**config.mk**
```make
export PLATFORM = sky130hd
export DESIGN_NAME = dgbd_weight
export DESIGN_NICKNAME = d
export VERILOG_FILES = /design/src/rtl/core/dgbd_pkg.sv /design/src/rtl/core/dgbd_weight.sv
export SDC_FILE = /design/constraint.sdc
export NUM_CORES = 2
export LEC_CHECK = 0
export BUFFER_PORTS_ARGS = -buffer_cell sky130_fd_sc_hd__clkbuf_2
export CORE_AREA = 3 3 345 347
export CTS_BUF_LIST = sky130_fd_sc_hd__clkbuf_16
export DETAILED_ROUTE_END_ITERATION = 6
export DIE_AREA = 0 0 348 350
export GPL_ROUTABILITY_DRIVEN = 0
export GPL_TIMING_DRIVEN = 0
export PLACE_DENSITY = 0.64
export SYNTH_ARGS = -nofsm -noshare
export SYNTH_HDL_FRONTEND = slang
export SYNTH_SLANG_ARGS = --single-unit
```
**constraint.sdc**
```tcl
create_clock -name clock -period 15.7 [get_ports clock]
set_clock_uncertainty 0.1 [all_clocks]
set_input_delay 0.785 -clock clock [delete_from_list [all_inputs] [get_ports clock]]
set_output_delay 0.785 -clock clock [all_outputs]
set_load 0.03 [all_outputs]
```
**src/rtl/core/dgbd_pkg.sv**
```systemverilog
`timescale 1ns / 1ps

package dgbd_pkg;

   // Defaults for the top-level parameters
   localparam int MAX_WIDTH_DEF     = 2048;
   localparam int WINDOW_RADIUS_DEF = 2;
   localparam int WEIGHT_BITS_DEF   = 16;

   localparam int MAX_HEIGHT = 2048;
   localparam int CFG_W      = 12;
   localparam int CSR_IDX_W  = 4;

   // Pixel word: red [7:0], green [15:8], blue [23:16], depth [43:24]
   localparam int CH_W    = 8;
   localparam int RGB_W   = 24;
   localparam int DEPTH_W = 20;
   localparam int PIX_W   = 44;

   // Weight datapath widths (cover radius up to 3)
   localparam int TAP_S_W = 5;
   localparam int V_W     = 18;
   localparam int DDC_W   = 13;
   localparam int Q_W     = 25;
   localparam int E_W     = 42;
   localparam int IP_W    = E_W - 32;
   localparam int TQ_W    = 25;
   localparam int TD_W    = 20;
   localparam int FR_W    = 16;
   localparam int PROD_W  = TD_W + FR_W;
   localparam int SH_W    = 11;

   localparam logic [DEPTH_W-1:0] DD_CAP  = 20'd4096;
   localparam logic [31:0]        K_SPACE = 32'd3098164009;
   localparam logic [23:0]        K_COLOR = 24'd10327213;
   localparam logic [16:0]        K_DEPTH = 17'd94643;

   typedef enum logic [2:0] {
      ST_IDLE,
      ST_CHECK,
      ST_READ,
      ST_WAIT,
      ST_DIV,
      ST_DONE
   } seq_state_type;

   typedef enum logic [CSR_IDX_W-1:0] {
      CSR_IMAGE_WIDTH  = 4'd0,
      CSR_IMAGE_HEIGHT = 4'd1
   } csr_index_type;

   typedef struct packed {
      logic               vld;
      logic               ctr;
      logic [TAP_S_W-1:0] s;
   } tap_info_type;

   // 2^(-k/16) in Q24
   function automatic logic [TQ_W-1:0] pow2_neg_q24(input logic [4:0] idx);
      logic [TQ_W-1:0] val;
      case (idx)
         5'd0: val = 25'd16777216;
         5'd1: val = 25'd16065917;
         5'd2: val = 25'd15384775;
         5'd3: val = 25'd14732511;
         5'd4: val = 25'd14107901;
         5'd5: val = 25'd13509772;
         5'd6: val = 25'd12937002;
         5'd7: val = 25'd12388516;
         5'd8: val = 25'd11863283;
         5'd9: val = 25'd11360319;
         5'd10: val = 25'd10878679;
         5'd11: val = 25'd10417458;
         5'd12: val = 25'd9975792;
         5'd13: val = 25'd9552851;
         5'd14: val = 25'd9147842;
         5'd15: val = 25'd8760003;
         5'd16: val = 25'd8388608;
         default: val = '0;
      endcase
      return val;
   endfunction

endpackage

```
**src/rtl/core/dgbd_weight.sv**
```systemverilog
`timescale 1ns / 1ps

module dgbd_weight
   import dgbd_pkg::*;
#(
   parameter int WEIGHT_BITS = WEIGHT_BITS_DEF,
   parameter int WT_W        = WEIGHT_BITS + 1
) (
   input  logic             clock,
   input  logic             reset,
   input  tap_info_type     tap_in,
   input  logic [PIX_W-1:0] rd_data,
   output logic             wt_vld,
   output logic [WT_W-1:0]  wt,
   output logic [RGB_W-1:0] wt_rgb,
   output logic             busy
);

   localparam logic [SH_W-1:0] SH_BASE = SH_W'(24 - WEIGHT_BITS);

   // stage A: aligned with the memory read data
   tap_info_type     a_info_ff;
   logic [PIX_W-1:0] ctr_pix_ff;

   logic [V_W-1:0]     v_a;
   logic [Q_W-1:0]     q_a;
   logic [DEPTH_W-1:0] dd_a;
   logic [DDC_W-1:0]   ddc_a;
   logic [CH_W-1:0]    ca, cb, df;

   // stage B
   logic               b_vld_ff;
   logic [V_W-1:0]     v_b_ff;
   logic [Q_W-1:0]     q_b_ff;
   logic [TAP_S_W-1:0] s_b_ff;
   logic [RGB_W-1:0]   rgb_b_ff;

   // stage C
   logic             c_vld_ff;
   logic [E_W-1:0]   e_c_ff;
   logic [E_W-1:0]   e_in;
   logic [RGB_W-1:0] rgb_c_ff;

   // stage D
   logic              d_vld_ff;
   logic [TQ_W-1:0]   tk_d_ff;
   logic [PROD_W-1:0] prod_d_ff;
   logic [IP_W-1:0]   ip_d_ff;
   logic [RGB_W-1:0]  rgb_d_ff;

   logic [3:0]        k_c;
   logic [TQ_W-1:0]   tk_c, tk1_c;
   logic [TD_W-1:0]   diff_c;
   logic [PROD_W-1:0] prod_in;

   logic [TQ_W-1:0] m_d;
   logic [SH_W-1:0] sh_d;

   always_comb begin
      v_a = '0;
      for (int ch = 0; ch < 3; ch++) begin
         ca = ctr_pix_ff[CH_W*ch +: CH_W];
         cb = rd_data[CH_W*ch +: CH_W];
         df = (ca > cb) ? (ca - cb) : (cb - ca);
         v_a = v_a + V_W'(V_W'(df) * V_W'(df));
      end
      dd_a = (ctr_pix_ff[PIX_W-1:RGB_W] > rd_data[PIX_W-1:RGB_W]) ?
             (ctr_pix_ff[PIX_W-1:RGB_W] - rd_data[PIX_W-1:RGB_W]) :
             (rd_data[PIX_W-1:RGB_W] - ctr_pix_ff[PIX_W-1:RGB_W]);
      ddc_a = (dd_a > DD_CAP) ? DDC_W'(DD_CAP) : dd_a[DDC_W-1:0];
      q_a = Q_W'(ddc_a) * Q_W'(ddc_a);
   end

   assign e_in = E_W'(s_b_ff) * E_W'(K_SPACE) + E_W'(v_b_ff) * E_W'(K_COLOR)
               + E_W'(q_b_ff) * E_W'(K_DEPTH);

   always_comb begin
      k_c     = e_c_ff[31:28];
      tk_c    = pow2_neg_q24({1'b0, k_c});
      tk1_c   = pow2_neg_q24({1'b0, k_c} + 5'd1);
      diff_c  = TD_W'(tk_c - tk1_c);
      prod_in = PROD_W'(diff_c) * PROD_W'(e_c_ff[27:12]);
   end

   always_comb begin
      m_d  = tk_d_ff - TQ_W'(prod_d_ff[PROD_W-1:FR_W]);
      sh_d = SH_W'(ip_d_ff) + SH_BASE;
      wt   = (sh_d >= SH_W'(32)) ? '0 : WT_W'(m_d >> sh_d[4:0]);
   end

   always_ff @(posedge clock) begin
      if (reset) begin
         a_info_ff <= '0;
         b_vld_ff  <= 1'b0;
         c_vld_ff  <= 1'b0;
         d_vld_ff  <= 1'b0;
      end else begin
         a_info_ff <= tap_in;
         b_vld_ff  <= a_info_ff.vld & ~a_info_ff.ctr;
         c_vld_ff  <= b_vld_ff;
         d_vld_ff  <= c_vld_ff;
      end
   end

   always_ff @(posedge clock) begin
      if (a_info_ff.vld && a_info_ff.ctr) begin
         ctr_pix_ff <= rd_data;
      end
      v_b_ff    <= v_a;
      q_b_ff    <= q_a;
      s_b_ff    <= a_info_ff.s;
      rgb_b_ff  <= rd_data[RGB_W-1:0];
      e_c_ff    <= e_in;
      rgb_c_ff  <= rgb_b_ff;
      tk_d_ff   <= tk_c;
      prod_d_ff <= prod_in;
      ip_d_ff   <= e_c_ff[E_W-1:32];
      rgb_d_ff  <= rgb_c_ff;
   end

   assign wt_vld = d_vld_ff;
   assign wt_rgb = rgb_d_ff;
   assign busy   = a_info_ff.vld | b_vld_ff | c_vld_ff | d_vld_ff;

endmodule

```
# Yosys cells after proc, flatten, opt, wreduce, memory -nomap -nowiden
# Memory sizes are Yosys's and may differ from the RTL's. A register that Yosys moved wholly into a read port is not among the register bits.
# Index checks and enable logic that the tools add are counted.
# classes
add_sub_neg,16
n_mul,8
order_cmp,6
shifts,1
muxes,6
n_bitwise,5
n_reduce_logical,1
# ops
op,count
subtractor 20 bit,3
multiplier 8 x 8 -> 16 bit,3
subtractor 8 bit,6
adder 37 x 42 -> 42 bit,1
adder 42 bit,1
"multiplier 18 x 24 -> 42 bit, second input constant",1
"multiplier 25 x 17 -> 42 bit, second input constant",1
"multiplier 5 x 32 -> 37 bit, second input constant",1
multiplier 20 x 16 -> 36 bit,1
multiplier 13 x 13 -> 25 bit,1
>> shifter 25 x 5 -> 17 bit,1
subtractor 25 x 20 -> 25 bit,1
> comparator 8 bit,3
two-way mux 8 bit,3
"> comparator 20 x 13 -> 1 bit, second input constant",1
> comparator 20 bit,1
two-way mux 20 bit,1
adder 17 x 16 -> 18 bit,1
adder 16 x 16 -> 17 bit,1
two-way mux 17 bit,1
two-way mux 13 bit,1
"adder 10 x 4 -> 11 bit, second input constant",1
">= comparator 11 x 6 -> 1 bit, second input constant",1
"adder 4 x 1 -> 5 bit, second input constant",1
4 further kinds,6
# totals
reg_bits,287
mem_bits_ro,1200
in_bits,53
out_inout_bits,43
elab_cells,62
mem_count,2
# mem_list
name,depth,width,rd,rd_clocked_by_memory_dff,wr,line,text
(name not given),32,25,1,0,0,dgbd_pkg.sv:61,case (idx)
(name not given),16,25,1,1,0,dgbd_pkg.sv:61,

# Depth between registers and ports, before layout
# depth
depth_word,5
depth_mapped,42
mapped_depth_nobuf,41

# Least setup slack after synthesis
# OpenSTA, ideal clock, no wires.
# synth_timing
path_kind,flip-flop to flip-flop
from,reg e_c_ff[29]
to,reg prod_d_ff[35]
setup_time_ns,0.121
t_arrival_ns,9.450
required_time_ns,15.479
slack_ns,6.029
stages_incl_launch_ff,40
path_buffers,3
period_less_slack_ns,9.671
path_cell_list,dfxtp_1 > ha_1 > ha_1 > clkbuf_1 > clkbuf_1 > a31oi_1 > nor2_1 > ha_1 > inv_1 > fa_1 > a21o_1 > a21oi_1 > o21bai_1 > a2111o_1 > nand2_1 > o21ai_0 > o21a_1 > nor2_1 > [... 4 more ...] > inv_1 > fa_1 > fa_1 > fa_1 > inv_1 > fa_1 > inv_1 > fa_1 > ha_1 > a21o_1 > a21oi_1 > o21ai_0 > a221o_1 > o211ai_1 > a21oi_1 > a2111oi_0 > o21bai_1 > xnor2_1
# synth_via
elab_chain_cells,4
# synth_rtl
item,line,text
from (decl),dgbd_weight.sv:40,logic [E_W-1:0] e_c_ff;
from (signal assigned),dgbd_weight.sv:113,e_c_ff <= e_in;
adder 4 x 1 -> 5 bit,dgbd_weight.sv:80,"tk1_c = pow2_neg_q24({1'b0, k_c} + 5'd1);"
memory (32 x 25 bit),-,
subtractor 20 bit,dgbd_weight.sv:81,diff_c = TD_W'(tk_c - tk1_c);
multiplier 20 x 16 -> 36 bit,dgbd_weight.sv:82,prod_in = PROD_W'(diff_c) * PROD_W'(e_c_ff[27:12]);
via prod_in[35],dgbd_weight.sv:54,logic [PROD_W-1:0] prod_in;
to (signal assigned),dgbd_weight.sv:116,prod_d_ff <= prod_in;
to (decl),dgbd_weight.sv:47,logic [PROD_W-1:0] prod_d_ff;
# The timed path passes the listed nets, and every way through them passes these cells.
# A chain may end at the register's enable or synchronous reset.

# Final worst setup path
# layout_timing
from,reg e_c_ff[28]
to,reg prod_d_ff[35]
# Same word-level chain as after synthesis.

==> impl_metrics.json <==
{
  "rows": 125,
  "fin_setup_tns_ps": 0,
  "synth_ff_type": "dfxtp_1",
  "cpMostUsedCell": "inv_1",
  "tightestPinTransition_ps": 1210,
  "die-area_um2": 122000,
  "syn_area_per_cell_um2": 9.60,
  "hold_viol": 0,
  "ant_nets": 0,
  "cts-resized-gates": 0,
  "initial_core_util_pct": 44.8,
  "postPlaceCellArea_um2": 54600,
  "clock-sinks": 283,
  "drv_slew": 0,
  "outcome": "finished, violations left",
  "die_h_um": 350,
  "io_buffer_count": 95,
  "async_reset_ff_share_pct": 0,
  "cts_tree": "yes",
  "avgViaCountPerCell": 5.26,
  "clock-root-buffer": "clkbuf_16",
  "vias": 37500,
  "htreeDepth": 2,
  "clk_latency_ps": 600,
  "ys_ff_latch": 283,
  "ys_seq_area_share_pct": 11.7,
  "synth_cells": 5424,
  "end_kind": "flip-flop",
  "num_io_pins": 96,
  "drc": 4,
  "antenna_found_initial": 2,
  "drive_above_1_share_pct": 4.65,
  "max-cap-violations": 0,
  "cp_slowest_cell": "xnor2_1",
  "synth-edff-count": 44,
  "ys_types": 88,
  "overflow": 0,
  "clk_path_buf_depth": 3,
  "clk_pin_slew_ps": 60,
  "cts_setup_buffers": 0,
  "rsz0062_at_grt": "no",
  "final_net_count": 7307,
  "grt_pass1_vias": 40000,
  "dp_hpwl_um": 114000,
  "cts_buffers": 37,
  "drtIter0Drc": 2116,
  "setup_viol": 0,
  "chipWidth_um": 348,
  "critPathMaxStageDelay_ps": 880,
  "yosysWarnings": 0,
  "final_common_cell": "inv_1",
  "drt_pass1_iterations": 7,
  "wire_per_inst_um": 18.5,
  "syn_area_um2": 52100,
  "fin_area_um2": 55900,
  "ctsHoldBuffers": 0,
  "fin_crit_ps": 12590,
  "crit_type": "reg -> reg",
  "max-slew-margin-rel_pct": 18.5,
  "hold_path.class": "reg -> reg",
  "grt_pass1_wl_um": 214000,
  "cp_max_fo": 10,
  "violations": "DRC",
  "syn2layout_area_growth_pct": 7.24,
  "worst_hold_slack_ps": 221,
  "grt_max_degree": 35,
  "layout_common_cells": "1362 x inv_1, 962 x fa_1, 712 x ha_1",
  "grt_usage_pct": 22.2,
  "finalCritPeriodShare_pct": 80.2,
  "core_area_um2": 116000,
  "crit_path_start_kind": "flip-flop",
  "fmax_mhz": 79.5,
  "required_ps": 16070,
  "fin_util_pct": 48.1,
  "wirelength_um": 132000,
  "worst-endpoint-arrival_ps": 12960
}
==> synth_stat cells (16+ instances only) <==
| cell type | count | area, um2 |
|---|---|---|
| inv_1 | 1358 | 5100 |
| fa_1 | 962 | 19300 |
| ha_1 | 712 | 8910 |
| nand2_1 | 331 | 1240 |
| dfxtp_1 | 239 | 4780 |
| nor2_1 | 200 | 751 |
| a21oi_1 | 153 | 766 |
| clkbuf_1 | 135 | 507 |
| and2_1 | 107 | 669 |
| xnor2_1 | 105 | 920 |
| o21ai_0 | 93 | 465 |
| nor3_1 | 59 | 295 |
| a21o_1 | 57 | 428 |
| xor2_1 | 57 | 499 |
| nand3_1 | 56 | 280 |
| mux2i_1 | 50 | 500 |
| edfxtp_1 | 44 | 1320 |
| nand4_1 | 42 | 263 |
| nor4_1 | 41 | 257 |
| a31oi_1 | 40 | 250 |
| nor2b_1 | 40 | 250 |
| or4_1 | 39 | 293 |
| a211oi_1 | 36 | 270 |
| o211ai_1 | 36 | 270 |
| or2_2 | 35 | 219 |
| and3_1 | 31 | 194 |
| o21a_1 | 29 | 218 |
| nand2b_1 | 27 | 169 |
| or3_1 | 23 | 144 |
| o21bai_1 | 21 | 158 |
| o31ai_1 | 21 | 158 |
| mux2_2 | 19 | 214 |
| o211a_1 | 16 | 160 |
| o22ai_1 | 16 | 100 |
==> critical path: cells and delay by family (launching register included) <==
family          cells  cell delay, ps
compound gates     12            4260
xor+xnor            2            1160
fa+ha+maj           9            4060
buf+inv             9            1530
flops               1             450
simple gates        5             910
==> path summary, 6_finish.rpt <==
kind                        startpoint                    end  slack, ps  depth (start not counted)
setup reg to reg    e_c_ff[28]$_DFF_P_  prod_d_ff[35]$_DFF_P_       3110                         37
hold / removal    rgb_c_ff[15]$_DFF_P_     wt_rgb[15]$_DFF_P_        220                          0
hold reg to reg   rgb_c_ff[15]$_DFF_P_     wt_rgb[15]$_DFF_P_        220                          0
setup / recovery    e_c_ff[28]$_DFF_P_  prod_d_ff[35]$_DFF_P_       3110                         37
==> cell families after synthesis <==
| kind of cell | share of synthesized area, % |
|---|---|
| adder cells (fa/ha/maj) | 54.1 |
| buffers and inverters | 11.0 |
| AND/OR/NAND/NOR | 9.99 |
| AO/OA/AOI/OAI | 8.62 |
| flip-flops | 11.7 |
| XOR/XNOR | 2.80 |
| multiplexers | 1.80 |
| other | 0.0144 |
==> per-stage QoR <==
stage / setup slack [ps] / instances
floorplan: 6030 / 5445
global placement: 3510 / 7064
detailed placement: 3330 / 7065
CTS: 3210 / 7133
global route: 2220 / 7134
finish: 3110 / 7134
==> per-layer routing <==
metal  wire length [um]  track usage, %  share of wire [%]
met1              56900            28.8                 43
met2              63200            38.2                 48
met3               7560            3.18                5.7
met4               4570            7.26                3.5
met5                 13               0             0.0098
==> state kept, by name, indices dropped and copies added (netlist names) <==
register and cells:
q_b_ff 24, rgb_b_ff 24, rgb_c_ff 24, e_c_ff 30
c_vld_ff 1, s_b_ff 5, tk_d_ff 25, prod_d_ff 20
v_b_ff 18, ctr_pix_ff 44, wt_vld 1, wt_rgb 24
ip_d_ff 10, a_info_ff 7, tk_c 25, b_vld_ff 1
==> area by class of cell <==
cell class / count / area, um2
Fill cell: 10900 / 60300
Multi-Input combinational cell: 3645 / 40300
Sequential cell: 283 / 6110
Inverter: 1360 / 5100
Tap cell: 1524 / 1910
Clock buffer: 39 / 976
Buffer: 157 / 622
Timing Repair Buffer: 96 / 495
Clock inverter: 29 / 309
Antenna cell: 1 / 2.50
Power is left out: the tool's default activity adds up to more than one toggle a clock period on the data nets, which glitch-free logic cannot reach.
