`config.mk`:
```
export PLATFORM = sky130hd
export DESIGN_NAME = dgbd_div
export DESIGN_NICKNAME = d
export VERILOG_FILES = /design/src/rtl/core/dgbd_pkg.sv /design/src/rtl/core/dgbd_div.sv
export SDC_FILE = /design/constraint.sdc
export NUM_CORES = 1
export LEC_CHECK = 0
export ABC_AREA = 0
export BUFFER_PORTS_ARGS = -buffer_cell sky130_fd_sc_hd__buf_2
export CAP_MARGIN = 20
export CORE_MARGIN = 2
export CORE_UTILIZATION = 54
export DETAILED_ROUTE_END_ITERATION = 8
export PLACE_DENSITY_LB_ADDON = 0.15
export SLEW_MARGIN = 30
export SYNTH_ARGS = -nofsm -noshare
export SYNTH_HDL_FRONTEND = slang
export SYNTH_SLANG_ARGS = --single-unit
```
`constraint.sdc`:
```
create_clock -name clock -period 11.05 [get_ports clock]
set_input_delay 0.5525 -clock clock [delete_from_list [all_inputs] [get_ports clock]]
set_output_delay 0.5525 -clock clock [all_outputs]
set_load 0.03 [all_outputs]
```
`src/rtl/core/dgbd_pkg.sv`:
```
`timescale 1ns / 1ps

package dgbd_pkg;

   // Defaults for the top-level parameters
   localparam int MAX_WIDTH_DEF     = 2048;
   localparam int WINDOW_RADIUS_DEF = 2;
   localparam int WEIGHT_BITS_DEF   = 16;

   localparam int MAX_HEIGHT = 2048;
   localparam int CFG_W      = 12;
   localparam int CSR_IDX_W  = 4;

   // Pixel word: red [7:0], green [15:8], blue [23:16], depth [43:24]
   localparam int CH_W    = 8;
   localparam int RGB_W   = 24;
   localparam int DEPTH_W = 20;
   localparam int PIX_W   = 44;

   // Weight datapath widths (cover radius up to 3)
   localparam int TAP_S_W = 5;
   localparam int V_W     = 18;
   localparam int DDC_W   = 13;
   localparam int Q_W     = 25;
   localparam int E_W     = 42;
   localparam int IP_W    = E_W - 32;
   localparam int TQ_W    = 25;
   localparam int TD_W    = 20;
   localparam int FR_W    = 16;
   localparam int PROD_W  = TD_W + FR_W;
   localparam int SH_W    = 11;

   localparam logic [DEPTH_W-1:0] DD_CAP  = 20'd4096;
   localparam logic [31:0]        K_SPACE = 32'd3098164009;
   localparam logic [23:0]        K_COLOR = 24'd10327213;
   localparam logic [16:0]        K_DEPTH = 17'd94643;

   typedef enum logic [2:0] {
      ST_IDLE,
      ST_CHECK,
      ST_READ,
      ST_WAIT,
      ST_DIV,
      ST_DONE
   } seq_state_type;

   typedef enum logic [CSR_IDX_W-1:0] {
      CSR_IMAGE_WIDTH  = 4'd0,
      CSR_IMAGE_HEIGHT = 4'd1
   } csr_index_type;

   typedef struct packed {
      logic               vld;
      logic               ctr;
      logic [TAP_S_W-1:0] s;
   } tap_info_type;

   // 2^(-k/16) in Q24
   function automatic logic [TQ_W-1:0] pow2_neg_q24(input logic [4:0] idx);
      logic [TQ_W-1:0] val;
      case (idx)
         5'd0: val = 25'd16777216;
         5'd1: val = 25'd16065917;
         5'd2: val = 25'd15384775;
         5'd3: val = 25'd14732511;
         5'd4: val = 25'd14107901;
         5'd5: val = 25'd13509772;
         5'd6: val = 25'd12937002;
         5'd7: val = 25'd12388516;
         5'd8: val = 25'd11863283;
         5'd9: val = 25'd11360319;
         5'd10: val = 25'd10878679;
         5'd11: val = 25'd10417458;
         5'd12: val = 25'd9975792;
         5'd13: val = 25'd9552851;
         5'd14: val = 25'd9147842;
         5'd15: val = 25'd8760003;
         5'd16: val = 25'd8388608;
         default: val = '0;
      endcase
      return val;
   endfunction

endpackage

```
`src/rtl/core/dgbd_div.sv`:
```
`timescale 1ns / 1ps

module dgbd_div
   import dgbd_pkg::*;
#(
   parameter int TOT_W = 22,
   parameter int ACC_W = TOT_W + CH_W
) (
   input  logic                      clock,
   input  logic                      reset,
   input  logic                      start,
   input  logic [2:0][ACC_W-1:0]     acc,
   input  logic [TOT_W-1:0]          total,
   output logic                      busy,
   output logic [2:0][CH_W-1:0]      quo
);

   logic                    busy_ff;
   logic [2:0]              cnt_ff;
   logic                    zero_ff;
   logic [ACC_W-1:0]        den_ff;
   logic [2:0][ACC_W-1:0]   rem_ff;
   logic [2:0][CH_W-1:0]    quo_ff;

   always_ff @(posedge clock) begin
      if (reset) begin
         busy_ff <= 1'b0;
         cnt_ff  <= '0;
      end else if (start) begin
         busy_ff <= 1'b1;
         cnt_ff  <= '0;
      end else if (busy_ff) begin
         cnt_ff <= cnt_ff + 3'd1;
         if (cnt_ff == 3'd7) begin
            busy_ff <= 1'b0;
         end
      end
   end

   // one quotient bit per cycle, three channels share the divisor
   always_ff @(posedge clock) begin
      if (start) begin
         zero_ff <= (total == '0);
         den_ff  <= ACC_W'(total) << (CH_W - 1);
         rem_ff  <= acc;
         quo_ff  <= '0;
      end else if (busy_ff) begin
         den_ff <= den_ff >> 1;
         for (int ch = 0; ch < 3; ch++) begin
            if (rem_ff[ch] >= den_ff) begin
               rem_ff[ch] <= rem_ff[ch] - den_ff;
               quo_ff[ch] <= {quo_ff[ch][CH_W-2:0], 1'b1};
            end else begin
               quo_ff[ch] <= {quo_ff[ch][CH_W-2:0], 1'b0};
            end
         end
      end
   end

   assign busy = busy_ff;
   assign quo  = zero_ff ? '0 : quo_ff;

endmodule

```
# Yosys cells after proc, flatten, opt, wreduce, memory -nomap -nowiden
# Index checks and enable logic that the tools add are counted.
# word_totals
regBits,148
wordCells,42
# op_classes
n_addsub,4
order_cmp,3
eq_ne,1
n_mux,14
reduce_logical,9
# ops
op,count
$mux 90,2
$ge 30x29->1,3
$mux 30,3
$sub 30x29->30,3
$mux 29,2
$mux 24,1
$logic_not 22->1,1
$reduce_bool 2->1,4
$mux 1,6
$reduce_and 2->1,3
$add 3x1->3 const B,1
$eq 3x3->1 const B,1
$reduce_or 2->1,1

# Logic depth before layout (Yosys ltp)
# Gate-level depths: netlist (run 1).
# depth
ltp_word,4
ltp_mapped,12

# Least setup slack after synthesis (run 1)
# OpenSTA, ideal clock, no wires.
# synth_path
kind,reg2reg
startpoint,register den_ff[13]
endpoint,register rem_ff[0] (netlist bit) (enable)
setup_ns,0.459
arrival_time_ns,4.279
required_time_ns,10.591
slack_ns,6.312
stages_incl_launch_ff,11
path_cell_list,edfxtp_1 inv_1 ha_1 and4_1 and4_1 nand4_1 o211ai_1 nor3b_1 o31ai_1 nor3b_1 o21ai_0
# synth_via
elab_chain_len,3
# synth_lines
item,line_no,text
from (decl),dgbd_div.sv:21,logic [ACC_W-1:0] den_ff;
from (signal assigned),dgbd_div.sv:44,den_ff <= ACC_W'(total) << (CH_W - 1);
from (signal assigned),dgbd_div.sv:48,den_ff <= den_ff >> 1;
$ge 30x29->1,dgbd_div.sv:50,if (rem_ff[ch] >= den_ff) begin
$reduce_bool 2->1 (no line),-,
$reduce_and 2->1 (no line),-,
"to (signal, indexed assignment)",dgbd_div.sv:51,rem_ff[ch] <= rem_ff[ch] - den_ff;
to (decl),dgbd_div.sv:22,logic [2:0][ACC_W-1:0] rem_ff;
# Every way passes these cells.
# A chain may end at the register's enable or synchronous reset.

# Final worst setup path (run 1)
# layout_path
startpoint,register den_ff[1]
endpoint,register rem_ff[35] (netlist bit) (enable)
# Same word-level chain as after synthesis.

==> impl_metrics.yaml, run 1 <==
place:
  dp_hpwl_um: 22700
  place.gp.congestion: 0.915
  numPortBuffers: 139
  dp.cells: 1565
  pre_cts_slack_ps: 7060
clock_tree:
  cts_inserted_buffers: 17
  cts_resized: 0
  ctsHoldBuffers: 0
  clock_sinks: 148
  clockBufferDepth: 2
  clk_latency_ps: 430
  cts_root_buffer: "clkbuf_16"
  path_clk_slew_ps: 70
  cts_tree: "built"
  ctsHtreeMaxLevel: 4
  post_cts_buffers: 0
power_and_ir_drop:
  powerDensity_nw_per_um2: 231
  swShare: 0.409
  ir_worst_vdd_v: 0.000122
  p_seq_frac: 0.291
  p_leak_nw: 5.24
  p_int_mw: 1.67
  power.share.clock: 0.211
  p_sw_mw: 1.16
  power_frac_comb: 0.498
worst_setup_path:
  reg2reg_slack_ps: 7060
  reg2reg_depth: 10
  path_class: "flop to flop"
  r2r-end: "rem_ff[35]$_DFFE_PP_"
  arrival_ps: 4050
  critPathLaunchType: "flop"
  crit_path_max_fanout: 30
  required_ps: 11110
  endpoint_kind: "flop"
  regToRegStartpoint: "den_ff[1]$_SDFFE_PP0P_"
sta:
  worst_slew_pin_slew_ps: 874
  hold_violations: 0
  timing.final.crit_share: 0.361
  tns_ps: 0
  skew_ps: 10.0
  finalSetupViolations: 0
  slew_violations: 0
  maxSlewHeadroom: 0.418
  worst_slack_ps: 7060
  rsz0062_at_grt: "no"
  fin_crit_ps: 3990
  fmaxAchievable_ghz: 0.251
global_route:
  grt_pass1_wl_um: 47500
  gr-usage-all-layers: 0.285
  grt_max_degree: 93
  first_global_vias: 8797
  grt.overflow.total: 0
  antenna_found_initial: 0
route:
  wl_per_cell_um: 19.0
  drtAntennaViolNets: 0
  wirelength_um: 30400
  drt-pass1-iter-count: 7
  drc_errors: 0
  drt_iter0_drc: 835
  vias: 9554
  viasPerCell: 5.98
floorplanning:
  die_h_um: 145
  ios: 140
  die_w_um: 145
  initial_utilization: 0.553
  floorplan.rows: 51
  die_area_sq_um: 21100
  core_sq_um: 19500
synth:
  synth.top_cell.area_share: 0.314
  synth.area.top_cells: "edfxtp_1 31%, ha_1 10%, dfxtp_1 6.5%, o21ai_0 5.7%, nand2_1 5.5%"
  yosys_warnings: 0
  synth.most_common_cell: "nand2_1"
  synth_commonest_cells: "159 x nand2_1, 124 x o21ai_0, 113 x edfxtp_1"
  ys_seq_elements: 148
  ys_async_sr_fraction: 0
  synth.avg_cell_area_sq_um: 8.91
  synth_edf_count: 113
  synth_cell_types: 59
  syn-num-nets: 1419
  synth_ff_type: "edfxtp_1"
  yosysSeqAreaShare: 0.379
  synth_top_area_cell: "edfxtp_1"
  syn-cell-area_sq_um: 10800
  syn_inst: 1212
worst_hold_path:
  hold_class: "input pin to flop"
  min_from: "reset"
  whs_path_depth: 2
  hold_end: "busy$_SDFF_PP0_"
final_layout:
  fill_cells: 1714
  antenna_cells: 0
  ff_latch_area_sq_um: 4100
  drive_above_1_share: 0.146
  area_growth_pct: 13.6
  fin_nets: 1526
  multi_input_comb_area_sq_um: 6280
  fin_cells: 1597
run_status:
  status: "completed"
job:
  cap_violations: 0
[through the flow]
stage	hold slack (ps)	total power [mW]	util	instance area, sq um
floorplan	452	1.88	-	10800
global placement	466	2.18	0.597	11700
detailed placement	480	2.20	0.598	11700
CTS	314	2.81	0.628	12300
global route	315	3.02	0.628	12300
finish	321	2.83	0.628	12300
[kinds of logic after synthesis]
| family | count (synthesis) | share of synthesized area |
|---|---|---|
| simple gates | 378 | 0.164 |
| fa+ha+maj | 92 | 0.109 |
| buf+inv | 114 | 0.0396 |
| mux | 36 | 0.0341 |
| xor+xnor | 73 | 0.0592 |
| compound gates | 371 | 0.215 |
| flops | 148 | 0.379 |
[state kept, by name (all words and copies together) (netlist names)]
register	cells
rem_ff	90
zero_ff	1
den_ff	29
cnt_ff	3
quo_ff	24
busy	1
[power groups by stage]
stage          Combinational (mW)  Sequential [mW]  Clock [mW]
4_1_cts                      1.38            0.823       0.602
5_1_grt                      1.56            0.833       0.625
3_3_place_gp                 1.35            0.830           0
3_5_place_dp                 1.36            0.833           0
6_report                     1.41            0.823       0.597
2_1_floorplan                1.07            0.814           0
[cell type report]
class,count,area share
Clock buffer,19,0.0388
Clock inverter,13,0.00990
Tap cell,265,0.0270
Multi-Input combinational cell,950,0.512
Inverter,58,0.0178
Timing Repair Buffer,144,0.0603
Sequential cell,148,0.334
[critical path, cell delays in order, from the launching register on]
cell       delay [ps]
dfxtp_1           400
inv_1             170
fa_1              490
a21o_1            220
a311o_1           410
o21ba_1           200
o41a_1            470
a21oi_2           280
a2111oi_0         140
o21a_1            210
or2_2             600
[layout by cell type (no fill, tap or decap), types with 5 or more instances in the layout]
| cell | Yosys | final |
|---|---|---|
| a211oi_1 | 15 | 15 |
| a21o_1 | 48 | 48 |
| a21oi_1 | 80 | 80 |
| a22o_1 | 14 | 14 |
| a31oi_1 | 8 | 8 |
| and2_1 | 7 | 7 |
| buf_2 | 0 | 138 |
| buf_4 | 0 | 5 |
| clkbuf_16 | 0 | 19 |
| dfxtp_1 | 35 | 34 |
| edfxtp_1 | 113 | 113 |
| ha_1 | 89 | 89 |
| inv_1 | 58 | 58 |
| inv_6 | 0 | 6 |
| mux2_2 | 6 | 6 |
| mux2i_1 | 30 | 30 |
| nand2_1 | 159 | 158 |
| nand2b_1 | 14 | 14 |
| nand3_1 | 28 | 28 |
| nand4_1 | 18 | 18 |
| nor2_1 | 68 | 68 |
| nor2b_1 | 30 | 29 |
| nor3_1 | 18 | 18 |
| nor4_1 | 9 | 9 |
| o211ai_1 | 8 | 8 |
| o21a_1 | 13 | 13 |
| o21ai_0 | 124 | 123 |
| o21bai_1 | 16 | 16 |
| o31ai_1 | 12 | 12 |
| xnor2_1 | 48 | 48 |
| xor2_1 | 25 | 25 |
[worst max-delay path by stage]
stage	slack [ps]	to	start
floorplan	6310	rem_ff[0]$_DFFE_PP_	den_ff[13]$_DFFE_PP_
CTS	7060	rem_ff[37]$_DFFE_PP_	den_ff[1]$_SDFFE_PP0P_
global placement	7170	rem_ff[35]$_DFFE_PP_	den_ff[1]$_SDFFE_PP0P_
detailed placement	7060	rem_ff[30]$_DFFE_PP_	den_ff[1]$_SDFFE_PP0P_
finish	7060	rem_ff[35]$_DFFE_PP_	den_ff[1]$_SDFFE_PP0P_
global route	6840	rem_ff[41]$_DFFE_PP_	den_ff[1]$_SDFFE_PP0P_
[routing by layer]
metal	track usage	vias up	part of all wire
met5	0	-	0
met4	0.0897	0	0.027
met3	0.0542	45	0.081
met2	0.433	406	0.44
met1	0.412	4462	0.46
li1	-	4641	-
(Power assumes the default switching activity.)
==> run 2: changes to the inputs <==
- ABC_AREA: 0 -> 1
- clock period: 11.05 -> 4 ns (I/O delays scaled with it)
==> run 2 against run 1 <==
Net effect: register-to-register slack got worse by 6100 ps; non-clock buffer count increased by 5; sequential share of layout area decreased by 5.0 points; hold slack got worse by 300 ps; cell area increased by 17%; fmax increased by 33%; setup slack got worse by 6100 ps; via count increased by 37%.
==> impl_metrics.yaml, run 2 <==
run_status:
  status: "completed"
power_and_ir_drop:
  ir_worst_vdd_v: 0.000288
  powerDensity_nw_per_um2: 515
  p_leak_nw: 7.81
worst_setup_path:
  crit_top_cell: "nand2_1"
  crit_path_max_fanout: 18
  cp_slowest_cell: "nand2_1"
  required_ps: 4140
  reg2reg_slack_ps: 1000
  regToRegStartpoint: "den_ff[19]$_DFFE_PP_"
  crit_family: "simple AND/OR/NAND/NOR gates"
  path_cells: "inv_1 -> ha_1 -> nand2_1 -> nor2_1 -> nand2_1 -> nor3_1 -> nand4_1 -> nand3_1 -> nand2_1 -> nand2_1 -> buf_12"
  path_buf_inv: 2
  r2r-end: "rem_ff[2]$_DFFE_PP_"
  reg2reg_depth: 11
  max_stage_delay_ps: 500
  critPathLaunchType: "flop"
  path_class: "flop to flop"
  endpoint_kind: "flop"
  arrival_ps: 3150
clock_tree:
  cts_tree: "built"
  ctsHtreeMaxLevel: 4
  cts_resized: 0
  path_clk_slew_ps: 80
  cts_inserted_buffers: 17
  cts_root_buffer: "clkbuf_16"
  clockBufferDepth: 2
  ctsHoldBuffers: 1
  post_cts_buffers: 0
  clock_sinks: 148
  clk_latency_ps: 450
final_layout:
  final_common_cell: "nand2_1"
  top_register: "rem_ff"
  area_growth_pct: 13.0
  mostFrequentLayoutCells: "792 x nand2_1, 366 x inv_1, 155 x nor2_1"
  fin_nets: 2348
  largest_reg_flops: 90
  reg_top3: "rem_ff: 90 flops, den_ff: 29 flops, quo_ff: 24 flops"
  antenna_cells: 0
  drive_above_1_share: 0.105
route:
  drt_iter0_drc: 1204
  wl_per_cell_um: 16.6
  drtAntennaViolNets: 0
  drt-pass1-iter-count: 6
  viasPerCell: 5.30
  wirelength_um: 41100
  drc_errors: 0
  vias: 13100
global_route:
  grt_max_degree: 96
  grt.overflow.total: 0
  gr-usage-all-layers: 0.335
  grt_pass1_wl_um: 63100
  antenna_found_initial: 0
  first_global_vias: 12100
floorplanning:
  floorplan.rows: 56
  core_sq_um: 23300
  die_w_um: 158
  die_h_um: 158
  initial_utilization: 0.546
  ios: 140
  die_area_sq_um: 24800
synth:
  synth.avg_cell_area_sq_um: 6.36
  synth_cell_types: 35
  yosysSeqAreaShare: 0.321
  syn_inst: 2004
  synth_commonest_cells: "792 x nand2_1, 366 x inv_1, 155 x nor2_1"
  ys_seq_elements: 148
  ys_async_sr_fraction: 0
  synth_top_area_cell: "edfxtp_1"
  syn-cell-area_sq_um: 12700
  synth_edf_count: 113
  synth_ff_type: "edfxtp_1"
  synth.most_common_cell: "nand2_1"
  syn-num-nets: 2211
  synth.top_cell.area_share: 0.266
  synth.area.top_cells: "edfxtp_1 27%, nand2_1 23%, inv_1 11%, ha_1 8.7%, dfxtp_1 5.5%"
  yosys_warnings: 0
worst_hold_path:
  whs_path_depth: 3
  hold_class: "input pin to flop"
  hold_end: "rem_ff[86]$_DFFE_PP_"
  min_from: "acc[86]"
place:
  pre_cts_slack_ps: 1060
  dp_hpwl_um: 31800
  numPortBuffers: 139
  place.gp.congestion: 1.01
sta:
  hold_violations: 0
  fin_crit_ps: 3000
  whs_ps: 22.0
  worst_slew_pin_slew_ps: 922
  timing.final.crit_share: 0.751
  tns_ps: 0
  rsz0062_at_grt: "no"
  maxSlewHeadroom: 0.384
  slew_violations: 0
  skew_ps: 14.8
  fmaxAchievable_ghz: 0.333
  finalSetupViolations: 0
  worst_slack_ps: 997
job:
  cap_violations: 0
run 2: power breakdown:
part / leakage [nW] / internal (mW) / total (mW) / switching [mW]
clock network: 0.297 / 0.848 / 1.67 / 0.827
logic: 6.08 / 1.21 / 3.63 / 2.42
registers: 1.43 / 1.99 / 2.11 / 0.122
run 2: layer usage:
metal | up-vias | share of wire | GRT usage
li1 | 6586 | - | -
met1 | 5886 | 0.44 | 0.460
met2 | 554 | 0.43 | 0.523
met3 | 90 | 0.083 | 0.0569
met4 | 0 | 0.039 | 0.142
met5 | - | 0 | 0
run 2: cell families after synthesis:
family,share of synthesized area
XOR/XNOR,0.0110
adder cells (fa/ha/maj),0.0921
AO/OA/AOI/OAI,0.0764
flip-flops,0.321
AND/OR/NAND/NOR,0.380
buffers and inverters,0.119
run 2: layout make-up:
| cell class | count | area (sq um) |
|---|---|---|
| clock buffers | 17 | 425 |
| repair buffers | 149 | 792 |
| flip-flops and latches | 148 | 4090 |
| well taps | 319 | 399 |
| multi-input cells | 1457 | 7130 |
| inverters | 368 | 1380 |
| fillers | 2286 | 8930 |
| clock inverters | 15 | 176 |
run 2: worst max path at each step:
stage                           start              endpoint  cells past startpoint
2_1_floorplan  den_ff[0]$_SDFFE_PP0P_  rem_ff[60]$_DFFE_PP_                     13
3_3_place_gp     den_ff[19]$_DFFE_PP_  rem_ff[19]$_DFFE_PP_                     11
4_1_cts          den_ff[19]$_DFFE_PP_   rem_ff[4]$_DFFE_PP_                     11
6_report         den_ff[19]$_DFFE_PP_   rem_ff[2]$_DFFE_PP_                     11
3_5_place_dp     den_ff[19]$_DFFE_PP_  rem_ff[18]$_DFFE_PP_                     11
5_1_grt          den_ff[18]$_DFFE_PP_   rem_ff[4]$_DFFE_PP_                     11
run 2: per-stage QoR:
| step | cell area, sq um | util | std cells | power, mW |
|---|---|---|---|---|
| finish | 14400 | 0.617 | 2473 | 7.41 |
| floorplan | 12700 | - | 2004 | 4.71 |
| global route | 14400 | 0.617 | 2473 | 7.95 |
| detailed placement | 13800 | 0.591 | 2440 | 5.66 |
| CTS | 14400 | 0.617 | 2473 | 7.34 |
| global placement | 13800 | 0.591 | 2440 | 5.63 |
run 2: tightest hold or removal path, stage by stage:
cell,delay (ps)
buf_2,70
nand2_1,40
nand2_1,50
==> run 3: changes to the inputs <==
- ABC_AREA: 1 -> 0
- clock period: 4 -> 2.8 ns (I/O delays scaled with it)
==> run 3 against run 2 <==
Net effect: the flow now finishes with violations (hold timing, setup timing); flip-flop and latch count unchanged; global-route usage down 1.6 points; die area decreased by 15%; fmax is 5.2% lower; critical path depth is 1 higher; sequential share of layout area decreased by 1.9 points; cell area is 7.5% higher; register-to-register slack lost 1400 ps.
==> impl_metrics.yaml, run 3 (synthesis results as in run 1) <==
run_status:
  status: "finished, violations left"
  violations: "hold timing, setup timing"
clock_tree:
  cts_inserted_buffers: 17
  clk_latency_ps: 450
  clock_sinks: 148
  clockBufferDepth: 2
  cts_root_buffer: "clkbuf_16"
  ctsHtreeMaxLevel: 4
  cts_tree: "built"
  path_clk_slew_ps: 70
power_and_ir_drop:
  swShare: 0.408
  p_leak_nw: 6.68
  p_sw_mw: 5.62
  powerDensity_nw_per_um2: 889
  power.share.clock: 0.174
  ir_worst_vdd_v: 0.000544
  p_seq_frac: 0.241
  power_frac_comb: 0.586
  p_int_mw: 8.14
final_layout:
  top_register: "rem_ff"
  reg_top3: "rem_ff: 90 flops, den_ff: 29 flops, quo_ff: 24 flops"
  fill_cells: 1259
  fin_cells: 1867
  area_growth_pct: 43.3
  drive_above_1_share: 0.337
  final_common_cell: "buf_4"
  mostFrequentLayoutCells: "194 x buf_4, 158 x nand2_1, 138 x buf_2"
  largest_reg_flops: 90
  fin_nets: 1795
global_route:
  gr-usage-all-layers: 0.319
  grt_max_degree: 111
  grt_pass1_wl_um: 53400
  antenna_found_initial: 0
  grt.overflow.total: 0
  first_global_vias: 10300
job:
  cap_violations: 0
sta:
  worst_slack_ps: -369
  timing.final.crit_share: 1.13
  worst_slew_pin_slew_ps: 782
  tns_ps: -20640
  fin_crit_ps: 3170
  whs_ps: -4.33
  skew_ps: 12.3
  fmaxAchievable_ghz: 0.316
  finalSetupViolations: 106
  rsz0062_at_grt: "yes"
  hold_violations: 2
  slew_violations: 0
  maxSlewHeadroom: 0.479
worst_setup_path:
  reg2reg_depth: 12
  crit_end: "rem_ff[34]$_DFFE_PP_"
  endpoint_kind: "flop"
  crit_path_max_fanout: 7
  path_class: "flop to flop"
  regToRegStartpoint: "rem_ff[30]$_DFFE_PP_"
  required_ps: 2990
  critPathLaunchType: "flop"
  setup.worst_path.start: "rem_ff[30]$_DFFE_PP_"
  arrival_ps: 3360
  reg2reg_slack_ps: -370
  r2r-end: "rem_ff[34]$_DFFE_PP_"
route:
  drtAntennaViolNets: 0
  wl_per_cell_um: 19.1
  drt_iter0_drc: 802
  drt-pass1-iter-count: 6
  drc_errors: 0
  viasPerCell: 5.83
  wirelength_um: 35700
  vias: 10900
floorplanning:
  floorplan.rows: 51
  die_h_um: 145
  ios: 140
  die_w_um: 145
  core_sq_um: 19500
  die_area_sq_um: 21100
  initial_utilization: 0.553
place:
  numPortBuffers: 139
  dp_hpwl_um: 23500
  dp.cells: 1744
  pre_cts_slack_ps: -482
  place.gp.congestion: 0.918
worst_hold_path:
  hold_class: "input pin to flop"
-- run 3: cell types whose count changed in the layout (fill, tap and decap cells not counted), sizes merged, moves of 30 or more --
cell         delta
a21o           +46
buf           +206
dlygate4sd3    +53
inv           -311
mux2i          +30
nand2         -644
nand3         -117
nor2           -95
nor2b          +30
o21ai          +79
o22ai          -39
xnor2          +35
-- run 3: power by group through the flow --
stage	Sequential, mW	Combinational (mW)	Clock (mW)
after floorplan	3.22	4.30	0
after global placement	3.29	6.46	0
after detailed placement	3.30	6.58	0
after CTS	3.28	7.08	2.39
after global routing	3.35	8.70	2.48
final	3.31	8.06	2.39
-- run 3: timing repair --
item                                    4_1_cts  5_1_grt
gates resized for setup                      61      129
hold buffers                                 54        0
hold endpoints to repair                     57        0
endpoints found under the setup margin      126      133
pin swaps                                    26       51
gates cloned                                  5        2
setup buffers                                15       19
-- run 3: critical path: stages, from the launching register on --
cell,delay [ps]
edfxtp_1,370
inv_1,60
ha_2,180
inv_2,40
fa_2,330
a21o_1,180
a311o_1,300
o21ba_4,210
o41a_1,420
a21oi_2,180
a2111oi_2,90
o21a_2,250
or2_4,310
-- run 3: worst min path at each step --
stage                          from              endpoint  slack (ps)  cells past startpoint
after CTS                   acc[44]  rem_ff[44]$_DFFE_PP_         0.7                      2
after global placement        reset       busy$_SDFF_PP0_         350                      2
final                       acc[80]  rem_ff[80]$_DFFE_PP_          -4                      3
after detailed placement      reset       busy$_SDFF_PP0_         350                      2
after global routing      total[10]     zero_ff$_DFFE_PP_         0.6                      2
after floorplan               reset       busy$_SDFF_PP0_         210                      1
-- run 3: stage by stage --
stage          area, sq um  hold WS, ps  utilization  total power [mW]
2_1_floorplan        10900          209            -              7.51
6_report             15500        -4.33        0.792              13.8
3_5_place_dp         13200          351        0.675              9.88
3_3_place_gp         13200          349        0.675              9.75
4_1_cts              14700        0.701        0.755              12.7
5_1_grt              15500        0.597        0.792              14.5
-- run 3: cell type report --
class	instances	area, sq um	share of cell area
diodes	1	2.50	0.000162
inverters	58	235	0.0152
well taps	265	332	0.0214
clock buffers	17	425	0.0275
clock inverters	15	181	0.0117
repair buffers	410	3080	0.199
multi-input cells	953	7110	0.460
flip-flops and latches	148	4100	0.265
-- run 3: per-layer routing --
layer  up-vias  global-route usage  part of all wire
li1       5198                   -                 -
met1      5096               0.427              0.41
met2       490               0.505              0.46
met3        94              0.0693             0.086
met4         0               0.131             0.043
met5         -                   0                 0
